<file path="config.mk">
export PLATFORM = sky130hd
export DESIGN_NAME = raw10_bayer_unpacker_core
export DESIGN_NICKNAME = d
export VERILOG_FILES = /design/src/sv/rbu_pkg.sv /design/src/sv/raw10_bayer_unpacker_core.sv /design/src/sv/rbu_cfg.sv /design/src/sv/rbu_unpack.sv /design/src/sv/rbu_serial.sv
export SDC_FILE = /design/constraint.sdc
export NUM_CORES = 1
export LEC_CHECK = 0
export ABC_CLOCK_PERIOD_IN_PS = 9570
export BUFFER_PORTS_ARGS = -buffer_cell sky130_fd_sc_hd__clkbuf_2
export CORE_MARGIN = 5
export CORE_UTILIZATION = 25
export CTS_CLUSTER_DIAMETER = 60
export DETAILED_ROUTE_END_ITERATION = 8
export PLACE_DENSITY_LB_ADDON = 0.2
export REMOVE_ABC_BUFFERS = 1
export SLEW_MARGIN = 20
export SYNTH_ARGS = -nofsm -noshare
export SYNTH_HDL_FRONTEND = slang
export SYNTH_SLANG_ARGS = --single-unit
</file>
<file path="constraint.sdc">
create_clock -name i_clk -period 9.57 [get_ports i_clk]
set_input_delay 0.4785 -clock i_clk [delete_from_list [all_inputs] [get_ports i_clk]]
set_output_delay 0.4785 -clock i_clk [all_outputs]
set_load 0.005 [all_outputs]
</file>
<file path="src/sv/rbu_pkg.sv">
`timescale 1ns / 1ps
// ----------------------------------------------------------------------------
// rbu_pkg
// Shared types and constants of the raw10 Bayer unpacker: packing modes,
// configuration register indexes, group sizes and the inter-module structs.
// ----------------------------------------------------------------------------
package rbu_pkg;

    localparam int DEF_MAX_WIDTH  = 8192;
    localparam int DEF_MAX_HEIGHT = 8192;

    localparam int BYTE_W     = 8;
    localparam int PIX_W      = 16;
    localparam int PIX10_W    = 10;
    localparam int NPIX_MAX   = 6;
    localparam int CNT_W      = 3;
    localparam int GRP_BYTES  = 8;
    localparam int LANE_W     = 3;
    localparam int GS_W       = 4;
    localparam int LINE_W     = 14;
    localparam int HGT_W      = 14;
    localparam int RSTR_W     = 15;
    localparam int STR_W      = 16;
    localparam int CFG_IDX_W  = 3;
    localparam int CFG_DATA_W = 15;
    localparam int USER_W     = 2;

    // ceil-free divide by six: x / 6 == (x * DIV6_MUL) >> DIV6_SHIFT for x < 2**17
    localparam int DIV6_MUL   = 43691;
    localparam int DIV6_SHIFT = 18;

    typedef enum logic [1:0] {
        MODE_TIGHT = 2'd0,
        MODE_LOOSE = 2'd1,
        MODE_PAIR  = 2'd2
    } t_mode;

    localparam logic [CFG_IDX_W-1:0] CFG_PACK_MODE    = 3'd0;
    localparam logic [CFG_IDX_W-1:0] CFG_LINE_WIDTH   = 3'd1;
    localparam logic [CFG_IDX_W-1:0] CFG_FRAME_HEIGHT = 3'd2;
    localparam logic [CFG_IDX_W-1:0] CFG_ROW_STRIDE   = 3'd3;

    localparam logic [GS_W-1:0] GSIZE_TIGHT = 4'd5;
    localparam logic [GS_W-1:0] GSIZE_LOOSE = 4'd8;
    localparam logic [GS_W-1:0] GSIZE_PAIR  = 4'd2;

    localparam logic [CNT_W-1:0] NPIX_TIGHT = 3'd4;
    localparam logic [CNT_W-1:0] NPIX_LOOSE = 3'd6;
    localparam logic [CNT_W-1:0] NPIX_PAIR  = 3'd1;

    // Effective frame geometry, derived from the configuration registers
    typedef struct packed {
        t_mode             mode;
        logic [LINE_W-1:0] width;
        logic [HGT_W-1:0]  height;
        logic [STR_W-1:0]  stride;
    } t_geom;

    // Pixels completed by one byte; flags belong to the last pixel
    typedef struct packed {
        logic [NPIX_MAX-1:0][PIX_W-1:0] pix;
        logic [CNT_W-1:0]               cnt;
        logic                           row_end;
        logic                           frame_end;
    } t_bundle;

endpackage

</file>
<file path="src/sv/raw10_bayer_unpacker_core.sv">
`timescale 1ns / 1ps
// ----------------------------------------------------------------------------
// raw10_bayer_unpacker_core
// Raw sensor byte stream to pixels: tight 5-byte/4-pixel, loose 8-byte/6-pixel
// and 16-bit little-endian pair packing, with row stride and width clipping.
//
//   channel   dir  handshake                     payload
//   s         in   i_s_tvalid / o_s_tready       i_s_tdata[7:0] data_byte
//   m         out  o_m_tvalid / i_m_tready       o_m_tdata[15:0] pixel_value,
//                                                o_m_tlast frame_end,
//                                                o_m_tuser row_end, run_last
//   cfg       in   i_cfg_valid / o_cfg_ready     i_cfg_index[2:0], i_cfg_data[14:0]
//
// One byte per cycle while the input is not held. A decoded group sits in a
// group register and leaves one pixel per cycle while the output is ready, so
// a byte closing a group waits while the previous group is still draining;
// pixels pass from it through the output register. Input is held after reset
// and after every config write while the registered stride and clamped
// geometry update. Synchronous active-low reset; output stalls never drop data.
// ----------------------------------------------------------------------------
module raw10_bayer_unpacker_core
    import rbu_pkg::*;
#(
    parameter int MAX_WIDTH  = DEF_MAX_WIDTH,
    parameter int MAX_HEIGHT = DEF_MAX_HEIGHT
) (
    input  logic                  i_clk,
    input  logic                  i_rst_n,
    input  logic                  i_s_tvalid,
    output logic                  o_s_tready,
    input  logic [BYTE_W-1:0]     i_s_tdata,    // [7:0] data_byte
    output logic                  o_m_tvalid,
    input  logic                  i_m_tready,
    output logic [PIX_W-1:0]      o_m_tdata,    // [15:0] pixel_value
    output logic                  o_m_tlast,
    output logic [USER_W-1:0]     o_m_tuser,    // [0] row_end, [1] run_last
    input  logic                  i_cfg_valid,
    output logic                  o_cfg_ready,
    input  logic [CFG_IDX_W-1:0]  i_cfg_index,
    input  logic [CFG_DATA_W-1:0] i_cfg_data
);

    t_geom   geom;
    logic    settle;
    logic    bnd_busy;
    logic    bnd_load;
    t_bundle bundle;

    rbu_cfg #(
        .MAX_WIDTH  (MAX_WIDTH),
        .MAX_HEIGHT (MAX_HEIGHT)
    ) u_cfg (
        .i_clk       (i_clk),
        .i_rst_n     (i_rst_n),
        .i_cfg_valid (i_cfg_valid),
        .o_cfg_ready (o_cfg_ready),
        .i_cfg_index (i_cfg_index),
        .i_cfg_data  (i_cfg_data),
        .o_geom      (geom),
        .o_settle    (settle)
    );

    rbu_unpack #(
        .MAX_WIDTH  (MAX_WIDTH),
        .MAX_HEIGHT (MAX_HEIGHT)
    ) u_unpack (
        .i_clk      (i_clk),
        .i_rst_n    (i_rst_n),
        .i_s_tvalid (i_s_tvalid),
        .o_s_tready (o_s_tready),
        .i_s_tdata  (i_s_tdata),
        .i_geom     (geom),
        .i_settle   (settle),
        .i_bnd_busy (bnd_busy),
        .o_bnd_load (bnd_load),
        .o_bundle   (bundle)
    );

    rbu_serial u_serial (
        .i_clk      (i_clk),
        .i_rst_n    (i_rst_n),
        .i_load     (bnd_load),
        .i_bundle   (bundle),
        .o_busy     (bnd_busy),
        .o_m_tvalid (o_m_tvalid),
        .i_m_tready (i_m_tready),
        .o_m_tdata  (o_m_tdata),
        .o_m_tlast  (o_m_tlast),
        .o_m_tuser  (o_m_tuser)
    );

endmodule

</file>
<file path="src/sv/rbu_cfg.sv">
`timescale 1ns / 1ps
// ----------------------------------------------------------------------------
// rbu_cfg
// Configuration registers and the registered effective geometry: clamped
// width and height, mode decode and the row stride in bytes.
// ----------------------------------------------------------------------------
module rbu_cfg
    import rbu_pkg::*;
#(
    parameter int MAX_WIDTH  = DEF_MAX_WIDTH,
    parameter int MAX_HEIGHT = DEF_MAX_HEIGHT
) (
    input  logic                  i_clk,
    input  logic                  i_rst_n,
    input  logic                  i_cfg_valid,
    output logic                  o_cfg_ready,
    input  logic [CFG_IDX_W-1:0]  i_cfg_index,
    input  logic [CFG_DATA_W-1:0] i_cfg_data,
    output t_geom                 o_geom,
    output logic                  o_settle
);

    localparam int LINE_MAX = (1 << LINE_W) - 1;
    localparam int HGT_MAX  = (1 << HGT_W) - 1;
    localparam int WMAX     = (MAX_WIDTH < LINE_MAX) ? MAX_WIDTH : LINE_MAX;
    localparam int HMAX     = (MAX_HEIGHT < HGT_MAX) ? MAX_HEIGHT : HGT_MAX;

    logic [1:0]        r_pack_mode;
    logic [LINE_W-1:0] r_line_width;
    logic [HGT_W-1:0]  r_frame_height;
    logic [RSTR_W-1:0] r_row_stride;
    logic              r_settle;
    t_geom             r_geom;
    t_geom             n_geom;

    logic              cfg_fire;
    t_mode             eff_mode;
    logic [LINE_W-1:0] eff_width;
    logic [HGT_W-1:0]  eff_height;
    logic [STR_W-1:0]  eff_stride;
    logic [14:0]       loose_x;
    logic [30:0]       loose_prod;
    logic [12:0]       loose_q;
    logic [16:0]       tight_x;
    logic [STR_W-1:0]  loose_stride;
    logic [STR_W-1:0]  tight_stride;
    logic [STR_W-1:0]  pair_stride;

    assign o_cfg_ready = 1'b1;
    assign cfg_fire    = i_cfg_valid;

    always_ff @(posedge i_clk) begin
        if (!i_rst_n) begin
            r_pack_mode    <= MODE_TIGHT;
            r_line_width   <= LINE_W'(1);
            r_frame_height <= HGT_W'(1);
            r_row_stride   <= '0;
            r_settle       <= 1'b1;
        end else begin
            r_settle <= cfg_fire;
            if (cfg_fire) begin
                unique case (i_cfg_index)
                    CFG_PACK_MODE:    r_pack_mode    <= i_cfg_data[1:0];
                    CFG_LINE_WIDTH:   r_line_width   <= i_cfg_data[LINE_W-1:0];
                    CFG_FRAME_HEIGHT: r_frame_height <= i_cfg_data[HGT_W-1:0];
                    CFG_ROW_STRIDE:   r_row_stride   <= i_cfg_data[RSTR_W-1:0];
                    default: ;
                endcase
            end
        end
    end

    always_comb begin
        unique case (r_pack_mode)
            MODE_TIGHT: eff_mode = MODE_TIGHT;
            MODE_LOOSE: eff_mode = MODE_LOOSE;
            default:    eff_mode = MODE_PAIR;
        endcase

        if (r_line_width == '0) begin
            eff_width = LINE_W'(1);
        end else if (r_line_width > LINE_W'(WMAX)) begin
            eff_width = LINE_W'(WMAX);
        end else begin
            eff_width = r_line_width;
        end

        if (r_frame_height == '0) begin
            eff_height = HGT_W'(1);
        end else if (r_frame_height > HGT_W'(HMAX)) begin
            eff_height = HGT_W'(HMAX);
        end else begin
            eff_height = r_frame_height;
        end
    end

    // loose: ceil(w / 6) * 8
    assign loose_x      = {1'b0, eff_width} + 15'd5;
    assign loose_prod   = 31'(loose_x) * 31'(DIV6_MUL);
    assign loose_q      = 13'(loose_prod >> DIV6_SHIFT);
    assign loose_stride = {loose_q, 3'b000};

    // tight: ceil(5 * w / 32) * 8
    assign tight_x      = {1'b0, eff_width, 2'b00} + 17'(eff_width) + 17'd31;
    assign tight_stride = {1'b0, tight_x[16:5], 3'b000};

    assign pair_stride  = {1'b0, eff_width, 1'b0};

    always_comb begin
        if (eff_mode == MODE_LOOSE) begin
            eff_stride = loose_stride;
        end else if (r_row_stride != '0) begin
            eff_stride = {1'b0, r_row_stride};
        end else if (eff_mode == MODE_TIGHT) begin
            eff_stride = tight_stride;
        end else begin
            eff_stride = pair_stride;
        end
    end

    assign n_geom = '{mode: eff_mode, width: eff_width, height: eff_height,
                      stride: eff_stride};

    always_ff @(posedge i_clk) begin
        r_geom <= n_geom;
    end

    assign o_geom   = r_geom;
    assign o_settle = r_settle;

    a_settle_after_write: assert property (@(posedge i_clk) disable iff (!i_rst_n)
        cfg_fire |=> r_settle)
        else $error("input not held for geometry update after config write");

    a_geom_sane: assert property (@(posedge i_clk) disable iff (!i_rst_n)
        !r_settle |-> (r_geom.width != '0 && r_geom.height != '0 && r_geom.stride != '0))
        else $error("effective geometry holds a zero");

endmodule

</file>
<file path="src/sv/rbu_unpack.sv">
`timescale 1ns / 1ps
// ----------------------------------------------------------------------------
// rbu_unpack
// Byte intake: collects bytes into groups, decodes a finished group into
// pixels, clips at the line width and tracks row and frame position.
// ----------------------------------------------------------------------------
module rbu_unpack
    import rbu_pkg::*;
#(
    parameter int MAX_WIDTH  = DEF_MAX_WIDTH,
    parameter int MAX_HEIGHT = DEF_MAX_HEIGHT
) (
    input  logic              i_clk,
    input  logic              i_rst_n,
    input  logic              i_s_tvalid,
    output logic              o_s_tready,
    input  logic [BYTE_W-1:0] i_s_tdata,
    input  t_geom             i_geom,
    input  logic              i_settle,
    input  logic              i_bnd_busy,
    output logic              o_bnd_load,
    output t_bundle           o_bundle
);

    localparam int LINE_MAX = (1 << LINE_W) - 1;
    localparam int HGT_MAX  = (1 << HGT_W) - 1;
    localparam int WMAX     = (MAX_WIDTH < LINE_MAX) ? MAX_WIDTH : LINE_MAX;
    localparam int HMAX     = (MAX_HEIGHT < HGT_MAX) ? MAX_HEIGHT : HGT_MAX;
    localparam int COL_W    = $clog2(WMAX + 1);
    localparam int ROW_W    = (HMAX > 1) ? $clog2(HMAX) : 1;
    localparam int WC_W     = LINE_W + 1;
    localparam int RC_W     = HGT_W + 1;

    logic [GRP_BYTES-1:0][BYTE_W-1:0] r_group;
    logic [LANE_W-1:0]                r_big;
    logic [RSTR_W-1:0]                r_bir;
    logic [COL_W-1:0]                 r_col;
    logic [ROW_W-1:0]                 r_row;

    logic [GRP_BYTES-1:0][BYTE_W-1:0] n_group;
    logic [LANE_W-1:0]                n_big;
    logic [RSTR_W-1:0]                n_bir;
    logic [COL_W-1:0]                 n_col;
    logic [ROW_W-1:0]                 n_row;

    logic [GS_W-1:0]                  gsize;
    logic [CNT_W-1:0]                 npix;
    logic                             grp_wrap;
    logic [GS_W-1:0]                  big_eff;
    logic [LANE_W-1:0]                lane;
    logic                             complete;
    logic [GRP_BYTES*BYTE_W-1:0]      flat;
    logic [NPIX_MAX-1:0][PIX_W-1:0]   pix;
    logic [WC_W-1:0]                  col_x;
    logic [WC_W-1:0]                  w_x;
    logic [WC_W-1:0]                  rem;
    logic [WC_W-1:0]                  col_after;
    logic                             col_in;
    logic [CNT_W-1:0]                 emit_cnt;
    logic                             re_last;
    logic                             last_row;
    logic [STR_W-1:0]                 bir_inc;
    logic                             row_close;
    logic                             s_tready;
    logic                             fire;

    always_comb begin
        unique case (i_geom.mode)
            MODE_TIGHT: begin gsize = GSIZE_TIGHT; npix = NPIX_TIGHT; end
            MODE_LOOSE: begin gsize = GSIZE_LOOSE; npix = NPIX_LOOSE; end
            default:    begin gsize = GSIZE_PAIR;  npix = NPIX_PAIR;  end
        endcase
    end

    // a group count left over from another mode restarts the group
    assign grp_wrap = {1'b0, r_big} >= gsize;
    assign big_eff  = grp_wrap ? '0 : {1'b0, r_big};
    assign lane     = big_eff[LANE_W-1:0];
    assign complete = (big_eff + GS_W'(1)) == gsize;

    always_comb begin
        for (int k = 0; k < GRP_BYTES; k++) begin
            n_group[k] = (LANE_W'(k) == lane) ? i_s_tdata : r_group[k];
        end
    end

    assign flat = n_group;

    always_comb begin
        pix = '0;
        unique case (i_geom.mode)
            MODE_TIGHT: begin
                for (int i = 0; i < 4; i++) begin
                    pix[i] = PIX_W'({n_group[i], n_group[4][2*i +: 2]});
                end
            end
            MODE_LOOSE: begin
                for (int i = 0; i < NPIX_MAX; i++) begin
                    pix[i] = PIX_W'(flat[PIX10_W*i +: PIX10_W]);
                end
            end
            default: begin
                pix[0] = {n_group[1], n_group[0]};
            end
        endcase
    end

    // clip at the line width; only the last kept pixel can close the row
    assign col_x     = WC_W'(r_col);
    assign w_x       = WC_W'(i_geom.width);
    assign col_in    = col_x < w_x;
    assign rem       = w_x - col_x;
    assign emit_cnt  = !col_in ? '0 :
                       (rem < WC_W'(npix)) ? CNT_W'(rem) : npix;
    assign col_after = col_x + WC_W'(emit_cnt);
    assign re_last   = col_in && (col_after == w_x);
    assign last_row  = RC_W'(r_row) == (RC_W'(i_geom.height) - RC_W'(1));

    assign bir_inc   = {1'b0, r_bir} + STR_W'(1);
    assign row_close = bir_inc >= i_geom.stride;

    assign s_tready  = !i_settle && !(complete && i_bnd_busy);
    assign fire      = i_s_tvalid && s_tready;

    always_comb begin
        n_bir = r_bir;
        n_big = r_big;
        n_col = r_col;
        n_row = r_row;
        if (row_close) begin
            n_bir = '0;
            n_big = '0;
            n_col = '0;
            if ((RC_W'(r_row) + RC_W'(1)) >= RC_W'(i_geom.height)) begin
                n_row = '0;
            end else begin
                n_row = ROW_W'(RC_W'(r_row) + RC_W'(1));
            end
        end else begin
            n_bir = bir_inc[RSTR_W-1:0];
            n_big = complete ? '0 : LANE_W'(big_eff + GS_W'(1));
            if (complete) begin
                n_col = COL_W'(col_after);
            end
        end
    end

    always_ff @(posedge i_clk) begin
        if (!i_rst_n) begin
            r_big <= '0;
            r_bir <= '0;
            r_col <= '0;
            r_row <= '0;
        end else if (fire) begin
            r_big <= n_big;
            r_bir <= n_bir;
            r_col <= n_col;
            r_row <= n_row;
        end
    end

    // lanes above the fill point are always rewritten before a decode
    always_ff @(posedge i_clk) begin
        if (fire) begin
            r_group <= n_group;
        end
    end

    assign o_s_tready         = s_tready;
    assign o_bnd_load         = fire && complete && (emit_cnt != '0);
    assign o_bundle.pix       = pix;
    assign o_bundle.cnt       = emit_cnt;
    assign o_bundle.row_end   = re_last;
    assign o_bundle.frame_end = re_last && last_row;

endmodule

</file>
<file path="src/sv/rbu_serial.sv">
`timescale 1ns / 1ps
// ----------------------------------------------------------------------------
// rbu_serial
// Holds the pixels of one decoded group and sends them one per beat through
// the output register, flagging row end, frame end and the last of the group.
// ----------------------------------------------------------------------------
module rbu_serial
    import rbu_pkg::*;
(
    input  logic              i_clk,
    input  logic              i_rst_n,
    input  logic              i_load,
    input  t_bundle           i_bundle,
    output logic              o_busy,
    output logic              o_m_tvalid,
    input  logic              i_m_tready,
    output logic [PIX_W-1:0]  o_m_tdata,
    output logic              o_m_tlast,
    output logic [USER_W-1:0] o_m_tuser
);

    t_bundle           r_bnd;
    logic              r_bnd_valid;
    logic [CNT_W-1:0]  r_idx;
    logic              r_out_valid;
    logic [PIX_W-1:0]  r_out_pix;
    logic              r_out_re;
    logic              r_out_fe;
    logic              r_out_last;

    logic              is_last;
    logic              move;

    assign is_last = r_idx == (r_bnd.cnt - CNT_W'(1));
    assign move    = r_bnd_valid && (!r_out_valid || i_m_tready);

    always_ff @(posedge i_clk) begin
        if (!i_rst_n) begin
            r_bnd_valid <= 1'b0;
            r_idx       <= '0;
            r_out_valid <= 1'b0;
        end else begin
            if (i_load) begin
                r_bnd_valid <= 1'b1;
                r_idx       <= '0;
            end else if (move) begin
                if (is_last) begin
                    r_bnd_valid <= 1'b0;
                end
                r_idx <= r_idx + CNT_W'(1);
            end

            if (move) begin
                r_out_valid <= 1'b1;
            end else if (i_m_tready) begin
                r_out_valid <= 1'b0;
            end
        end
    end

    always_ff @(posedge i_clk) begin
        if (i_load) begin
            r_bnd <= i_bundle;
        end
        if (move) begin
            r_out_pix  <= r_bnd.pix[r_idx];
            r_out_last <= is_last;
            r_out_re   <= is_last && r_bnd.row_end;
            r_out_fe   <= is_last && r_bnd.frame_end;
        end
    end

    assign o_busy     = r_bnd_valid;
    assign o_m_tvalid = r_out_valid;
    assign o_m_tdata  = r_out_pix;
    assign o_m_tlast  = r_out_fe;
    assign o_m_tuser  = {r_out_last, r_out_re};

    a_idx_in_range: assert property (@(posedge i_clk) disable iff (!i_rst_n)
        r_bnd_valid |-> (r_bnd.cnt != '0 && r_idx < r_bnd.cnt))
        else $error("group index past pixel count");

    a_load_when_free: assert property (@(posedge i_clk) disable iff (!i_rst_n)
        i_load |-> !r_bnd_valid)
        else $error("group loaded over pixels not yet sent");

    a_flag_order: assert property (@(posedge i_clk) disable iff (!i_rst_n)
        (r_out_valid && r_out_fe) |-> (r_out_re && r_out_last))
        else $error("frame end without row end on the last pixel of a group");

    a_last_frees: assert property (@(posedge i_clk) disable iff (!i_rst_n)
        (move && is_last) |=> !r_bnd_valid || $past(i_load))
        else $error("group register not released after its last pixel");

endmodule

</file>
==> summary.md, run 1 <==
| Metric | Value |
|---|---|
| Starting density of the core | 25.1% |
| CTS H-tree depth | 2 |
| Layout cells sized above 1 | 9.79% |
| VDD IR max | 99.5 uV |
| Post-synthesis mux area share | 6.19% |
| CP arrival | 8.57 ns |
| Chip width | 288 um |
| Leakage power | 9.37 nW |
| Yosys reg bits | 292 |
| Clock Pin Slew Worst Setup and Hold Paths | 0.06 ns |
| Met3 Resource Use GR | 1.88% |
| Largest area contributor in the netlist | edfxtp_1 |
| Crit path kind | reg -> reg |
| Max-slew violation count | 0 |
| Synth Instances | 1950 |
| Minimum clock period after layout | 8.15 ns |
| Worst reg2reg startpoint | u_cfg.r_line_width[0] |
| Slew HR | 32.2% |
| Max clock buf depth | 3 |
| FF-to-FF path depth | 30 |
| Main combinational cell family by area after synthesis | adder cells |
| Fin nets | 2272 |
| Crit path required time | 9.98 ns |
| Part of the power in registers | 40.7% |
| Met1 Use GR | 16.9% |
| Worst Skew | 0.0234 ns |
| Die area | 83200 um^2 |
| Core area | 77200 um^2 |
| Initial antenna violation count | 1 |
| Synthesized area per cell | 9.94 um^2 |
| Worst hold slack | 0.151 ns |
| Status | finished clean |
| Switching Share | 27.6% |
| Routed WL | 51100 um |
| 1st-pass router iterations | 5 |
| Cts-stage hold buffer count | 0 |
| Top cells by area, synth | edfxtp_1 (23%), dfxtp_1 (15%), ha_1 (12%) |
| Port bufs | 51 |
| DPL Wire Length | 38600 um |
| TritonCTS Sinks | 292 |
| GRT busiest layer | met2 |
| Via density | 4.57 |
| DR iter-0 viols | 787 |
| Routability cong. | 0.846 |
| Peak Freq | 0.123 GHz |
| Clock latency on the worst-skew pair | 0.56 ns |
| Count of cell types in the netlist | 85 |
| Final hold vios | 0 |
| P_int | 2.40 mW |
| HP Class | in -> reg |
| GR Util met2 | 20.7% |
| Clock power frac | 42.9% |
| Worst Hold End | u_cfg.r_row_stride[14] |
| Total grt overflow | 0 |
| Final ANT Viol Nets | 0 |
| CTS tree | built |
| MaxCap Viol Count | 0 |
| Slew @ Worst Pin | 1.02 ns |
| Post-synthesis sequential area ratio | 37.9% |
| Adder-Cell Fraction of Synth Area | 19.1% |
| Maximum net fanout on the critical path | 6 |
| Root Buffer | clkbuf_16 |
| EDFF count, synth | 150 |
| I/O pin cnt | 53 |
| # Post-CTS Setup Buffers | 0 |
| Synth async-reset ratio | 0% |
| Global Route Usage Sum | 12.3% |
| YS warnings | 0 |
| RSZ-0062 raised after global routing | no |
| Gate power share | 16.4% |
| Critical path launch point type | flop |
| Hold Startpoint | i_cfg_data[14] |
| Area Overhead vs Synth | 13.4% |
| CP max stage delay | 0.54 ns |
| Psw | 0.915 mW |
| Num CTS Buffers | 39 |
| PwrDens | 151 nW/um^2 |
| First-pass GRT wire length | 81900 um |
| Min-Delay Path Depth | 3 |
| Die height | 288 um |
| Tcrit/Tclk final | 85.2% |
| Routed WL per cell | 16.7 um |
| Crit. End Element | flop |
| Primary flip-flop cell chosen by synthesis mapping | edfxtp_1 |
| FP Rows | 102 |
| Setup TNS | 0 ns |
| Reg-to-reg slack, setup | 1.42 ns |
| Vias in the first global route | 14438 |
| Post-Synth Simple-Gate Area | 13.7% |
| Routed via count | 13943 |
| Largest net degree at the start of global routing | 72 |
| Syn Std Cell Area | 19400 um^2 |
| # DRC | 0 |
| Post-synthesis compound-gate area fraction | 11.4% |
| Synth Area in XOR/XNOR | 5.63% |
| Post-cts resize count | 0 |
| Synth top area share | 23.2% |
| R2R Path End | u_cfg.o_geom[14] |
| Final setup violation count | 0 |
| Slowest-stage cell, CP | fa_1 |
[per-layer routing]
| metal | wire (um) | share of wire, % |
|---|---|---|
| met2 | 24100 | 47 |
| met1 | 24300 | 48 |
| met4 | 904 | 1.8 |
| met5 | 0 | 0 |
| met3 | 1730 | 3.4 |
[flip-flops by register name (all words and copies together) (netlist names)]
name,cells
u_unpack.r_col,14
u_serial.r_out_last,1
u_serial.r_bnd,71
u_serial.o_m_tvalid,1
u_cfg.r_row_stride,15
u_unpack.r_big,3
u_cfg.r_frame_height,14
u_unpack.r_row,13
u_cfg.r_pack_mode,2
u_cfg.o_settle,1
u_serial.r_idx,3
u_serial.r_out_re,1
u_unpack.r_group,60
u_cfg.o_geom,46
u_serial.o_m_tlast,1
u_cfg.r_line_width,14
u_serial.o_m_tdata,16
u_serial.o_busy,1
u_unpack.r_bir,15
[through the flow]
stage	setup slack (ns)	std cells	utilization [%]	total power, mW	cell area [um^2]
2_1_floorplan	0.354	1881	-	1.76	19100
3_3_place_gp	1.59	2983	26.8	1.92	20700
3_5_place_dp	1.49	2983	26.8	1.92	20700
4_1_cts	1.44	3053	28.4	3.37	22000
5_1_grt	0.898	3053	28.4	3.51	22000
6_report	1.42	3054	28.4	3.31	22000
[cells in the final DEF, fill, tap and decap left out, types with 12 or more instances in the layout]
master / n
inv_1: 219
ha_1: 193
nand2_1: 182
edfxtp_1: 150
dfxtp_1: 142
a21oi_1: 117
nor2_1: 109
xnor2_1: 64
fa_1: 64
o21ai_0: 60
mux2i_1: 59
xor2_1: 58
clkbuf_2: 51
and2_1: 41
clkbuf_16: 39
mux2_2: 34
a211oi_1: 31
nand3_1: 30
nor2b_1: 29
and3_1: 27
nor3_1: 24
a21o_1: 17
nor4_1: 17
nand4_1: 15
o211a_1: 13
o22ai_1: 13
nand3b_1: 12
[logic make-up after synthesis]
kind of cell,Yosys count
other,2
AOI/OAI and AO/OA,340
and+or+nand+nor,536
muxes,103
xor gates and xnor gates,123
buffers and inverters,297
adders and majority gates,257
DFF,292
[critical path, delay by kind of cell, from the launching register on]
kind / cells / cell delay [ns]
AOI/OAI and AO/OA: 6 / 1.41
xor gates and xnor gates: 1 / 0.23
adders and majority gates: 8 / 3.36
buffers and inverters: 3 / 0.32
DFF: 1 / 0.33
and+or+nand+nor: 12 / 2.35
[Yosys cell counts, types with 41 or more instances]
master,count
clkbuf_1,50
mux2i_1,59
ha_1,193
fa_1,64
nor2_1,109
a21oi_1,117
o21ai_0,60
xor2_1,58
xnor2_1,64
edfxtp_1,150
dfxtp_1,142
inv_1,219
nand2_1,182
and2_1,41
[cell type report]
| class | count | area [um^2] |
|---|---|---|
| Tap cell | 1040 | 1300 |
| Sequential cell | 292 | 7350 |
| Antenna cell | 1 | 2.50 |
| Clock inverter | 17 | 168 |
| Inverter | 226 | 848 |
| Multi-Input combinational cell | 1363 | 10900 |
| Fill cell | 8106 | 55200 |
| Timing Repair Buffer | 62 | 338 |
| Clock buffer | 53 | 1080 |
[power by group through the flow]
stage	Clock [mW]	Sequential, mW	Combinational, mW
detailed placement	0	1.37	0.549
finish	1.42	1.35	0.543
global placement	0	1.37	0.546
CTS	1.47	1.35	0.555
global route	1.53	1.35	0.627
floorplan	0	1.37	0.391
[worst max path at each step]
stage               cells after the start                  start           endpoint
CTS                                    30  u_cfg.r_line_width[0]   u_cfg.o_geom[14]
global route                           30  u_cfg.r_line_width[6]   u_cfg.o_geom[14]
detailed placement                     30  u_cfg.r_line_width[0]   u_cfg.o_geom[14]
finish                                 30  u_cfg.r_line_width[0]   u_cfg.o_geom[14]
floorplan                              13       u_cfg.o_geom[45]  u_serial.r_bnd[0]
global placement                       30  u_cfg.r_line_width[0]   u_cfg.o_geom[14]
No activity file was read; power rests on OpenSTA's default activity.
==> run 2: changes to the inputs <==
--- a/config.mk
+++ b/config.mk
@@ -12,6 +12,7 @@
 export CTS_CLUSTER_DIAMETER = 60
 export DETAILED_ROUTE_END_ITERATION = 8
 export PLACE_DENSITY_LB_ADDON = 0.2
+export RECOVER_POWER = 25
 export REMOVE_ABC_BUFFERS = 1
 export SLEW_MARGIN = 20
 export SYNTH_ARGS = -nofsm -noshare
==> summary.md, run 2 (synthesized netlist as in run 1, its figures left out) <==
| Metric | Value |
|---|---|
| Worst Skew | 0.0245 ns (+0.00108 ns) |
| Slew @ Worst Pin | 3.15 ns (+2.13 ns) |
| Cts-stage hold buffer count | 0 (unchanged) |
| Slowest-stage cell, CP | fa_1 |
| Layout cells sized above 1 | 8.79% (-0.99 points) |
| CTS H-tree depth | 2 (unchanged) |
| CP max stage delay | 0.54 ns (about the same) |
| Non-Filler Instances | 3054 (unchanged) |
| PwrDens | 151 nW/um^2 (+0.16%) |
| Starting density of the core | 25.1% (unchanged) |
| Minimum clock period after layout | 8.17 ns (+0.0192 ns) |
| CTS tree | built |
| Peak Freq | 0.122 GHz (-0.23%) |
| Failing checks | max-capacitance violations, max-slew violations |
| Worst reg2reg startpoint | u_cfg.r_line_width[0] |
| Global Route Usage Sum | 12.3% (unchanged) |
| First-pass GRT wire length | 81900 um (unchanged) |
| Setup WS pre-CTS | 1.49 ns (unchanged) |
| Chip width | 288 um (unchanged) |
| Clock latency on the worst-skew pair | 0.56 ns (about the same) |
| Tcrit/Tclk final | 85.4% (+0.20 points) |
| MaxCap Viol Count | 2 (+2) |
| # Post-CTS Setup Buffers | 0 (unchanged) |
| Area Overhead vs Synth | 13.2% |
| DR iter-0 viols | 816 (+3.7%) |
| Crit. End Element | flop |
| Num CTS Buffers | 39 (unchanged) |
| Via density | 4.55 (-0.32%) |
| RSZ-0062 raised after global routing | no |
| Largest net degree at the start of global routing | 72 (unchanged) |
| Worst setup path startpoint | u_cfg.r_line_width[0] |
| Status | finished with violations |
| Biggest register | u_serial.r_bnd |
| 1st-pass router iterations | 5 (unchanged) |
| Final instance area | 21900 um^2 (-0.15%) |
| Routed WL | 51100 um (+0.14%) |
| Tot Pwr | 3.31 mW (about the same) |
| Cells after DPL | 2983 (unchanged) |
| Die height | 288 um (unchanged) |
| I/O pin cnt | 53 (unchanged) |
| Critical path launch point type | flop |
| Maximum net fanout on the critical path | 6 (unchanged) |
| Crit path kind | reg -> reg |
| Vias in the first global route | 14438 (unchanged) |
| HP Class | in -> reg |
| Slew HR | -110% (-140 points) |
| TritonCTS Sinks | 292 (unchanged) |
| Routability cong. | 0.846 (unchanged) |
| Clock Pin Slew Worst Setup and Hold Paths | 0.06 ns (about the same) |
| Die area | 83200 um^2 (unchanged) |
| Routed via count | 13899 (-0.32%) |
| Final ANT Viol Nets | 0 (unchanged) |
| Total grt overflow | 0 (unchanged) |
| Leakage power | 9.31 nW (-0.71%) |
| Final setup violation count | 0 (unchanged) |
| Fin nets | 2272 (unchanged) |
| Initial antenna violation count | 1 (unchanged) |
| Routed WL per cell | 16.7 um (+0.14%) |
| Post-cts resize count | 0 (unchanged) |
| CP arrival | 8.59 ns (+0.02 ns) |
| Max-slew violation count | 86 (+86) |
| Crit path required time | 9.98 ns (about the same) |
| Setup TNS | 0 ns (unchanged) |
| DPL Wire Length | 38600 um (unchanged) |
| Final worst slack | 1.40 ns (-0.0192 ns) |
| Root Buffer | clkbuf_16 |
| Core area | 77200 um^2 (unchanged) |
| FP Rows | 102 (unchanged) |
| Final hold vios | 0 (unchanged) |
| # DRC | 0 (unchanged) |
| Max clock buf depth | 3 (unchanged) |
| VDD IR max | 99.3 uV (-0.25%) |
| Hold Startpoint | i_cfg_data[14] |
| Placed cell areas | 20700 um^2 (unchanged) |
| Port bufs | 51 (unchanged) |
| Most frequent cells in the layout | inv_1 (220), ha_1 (193), nand2_1 (182) |
| Commonest non-fill, non-tap cell in the layout | inv_1 |
| Largest register FFs | 71 (unchanged) |
run 2: where the power goes:
group | total (mW) | internal (mW) | switching, mW
Sequential | 1.35 | 1.34 | 0.0129
Clock | 1.42 | 0.848 | 0.575
Combinational | 0.542 | 0.215 | 0.327
Total | 3.31 | 2.40 | 0.915
run 2: per-stage QoR:
stage,hold WS [ns],util [%]
4_1_cts,0.119,28.4
2_1_floorplan,0.444,-
5_1_grt,0.135,28.4
6_report,0.148,28.4
3_5_place_dp,0.464,26.8
3_3_place_gp,0.461,26.8
run 2: final cells by class:
type	count	area, um^2
fill	8121	55300
multi-input combinational	1363	10900
sequential	292	7350
tap	1040	1300
clock buffer	53	1080
inverter	226	848
timing repair buffer	62	304
clock inverter	17	168
antenna	1	2.50
run 2: routing by layer:
metal / up-vias / share of wire, % / GRT usage (%)
li1: 6862 / - / -
met1: 6780 / 48 / 16.9
met2: 201 / 47 / 20.7
met3: 56 / 3.0 / 1.88
met4: 0 / 1.7 / 2.68
met5: - / 0 / 0
run 2: worst paths after layout:
kind,endpoint,slack [ns],cells after the start
max,u_cfg.o_geom[14],1.40,30
min,u_cfg.r_row_stride[14],0.15,3
max reg2reg,u_cfg.o_geom[14],1.40,30
min reg2reg,u_cfg.r_frame_height[8],0.47,2
run 2: critical path: cells and delay by family, from the launching register on:
kind | cells | cell delay [ns]
fa+ha+maj | 8 | 3.36
simple gates | 12 | 2.35
compound gates | 6 | 1.45
flops | 1 | 0.33
buf+inv | 3 | 0.31
xor+xnor | 1 | 0.23
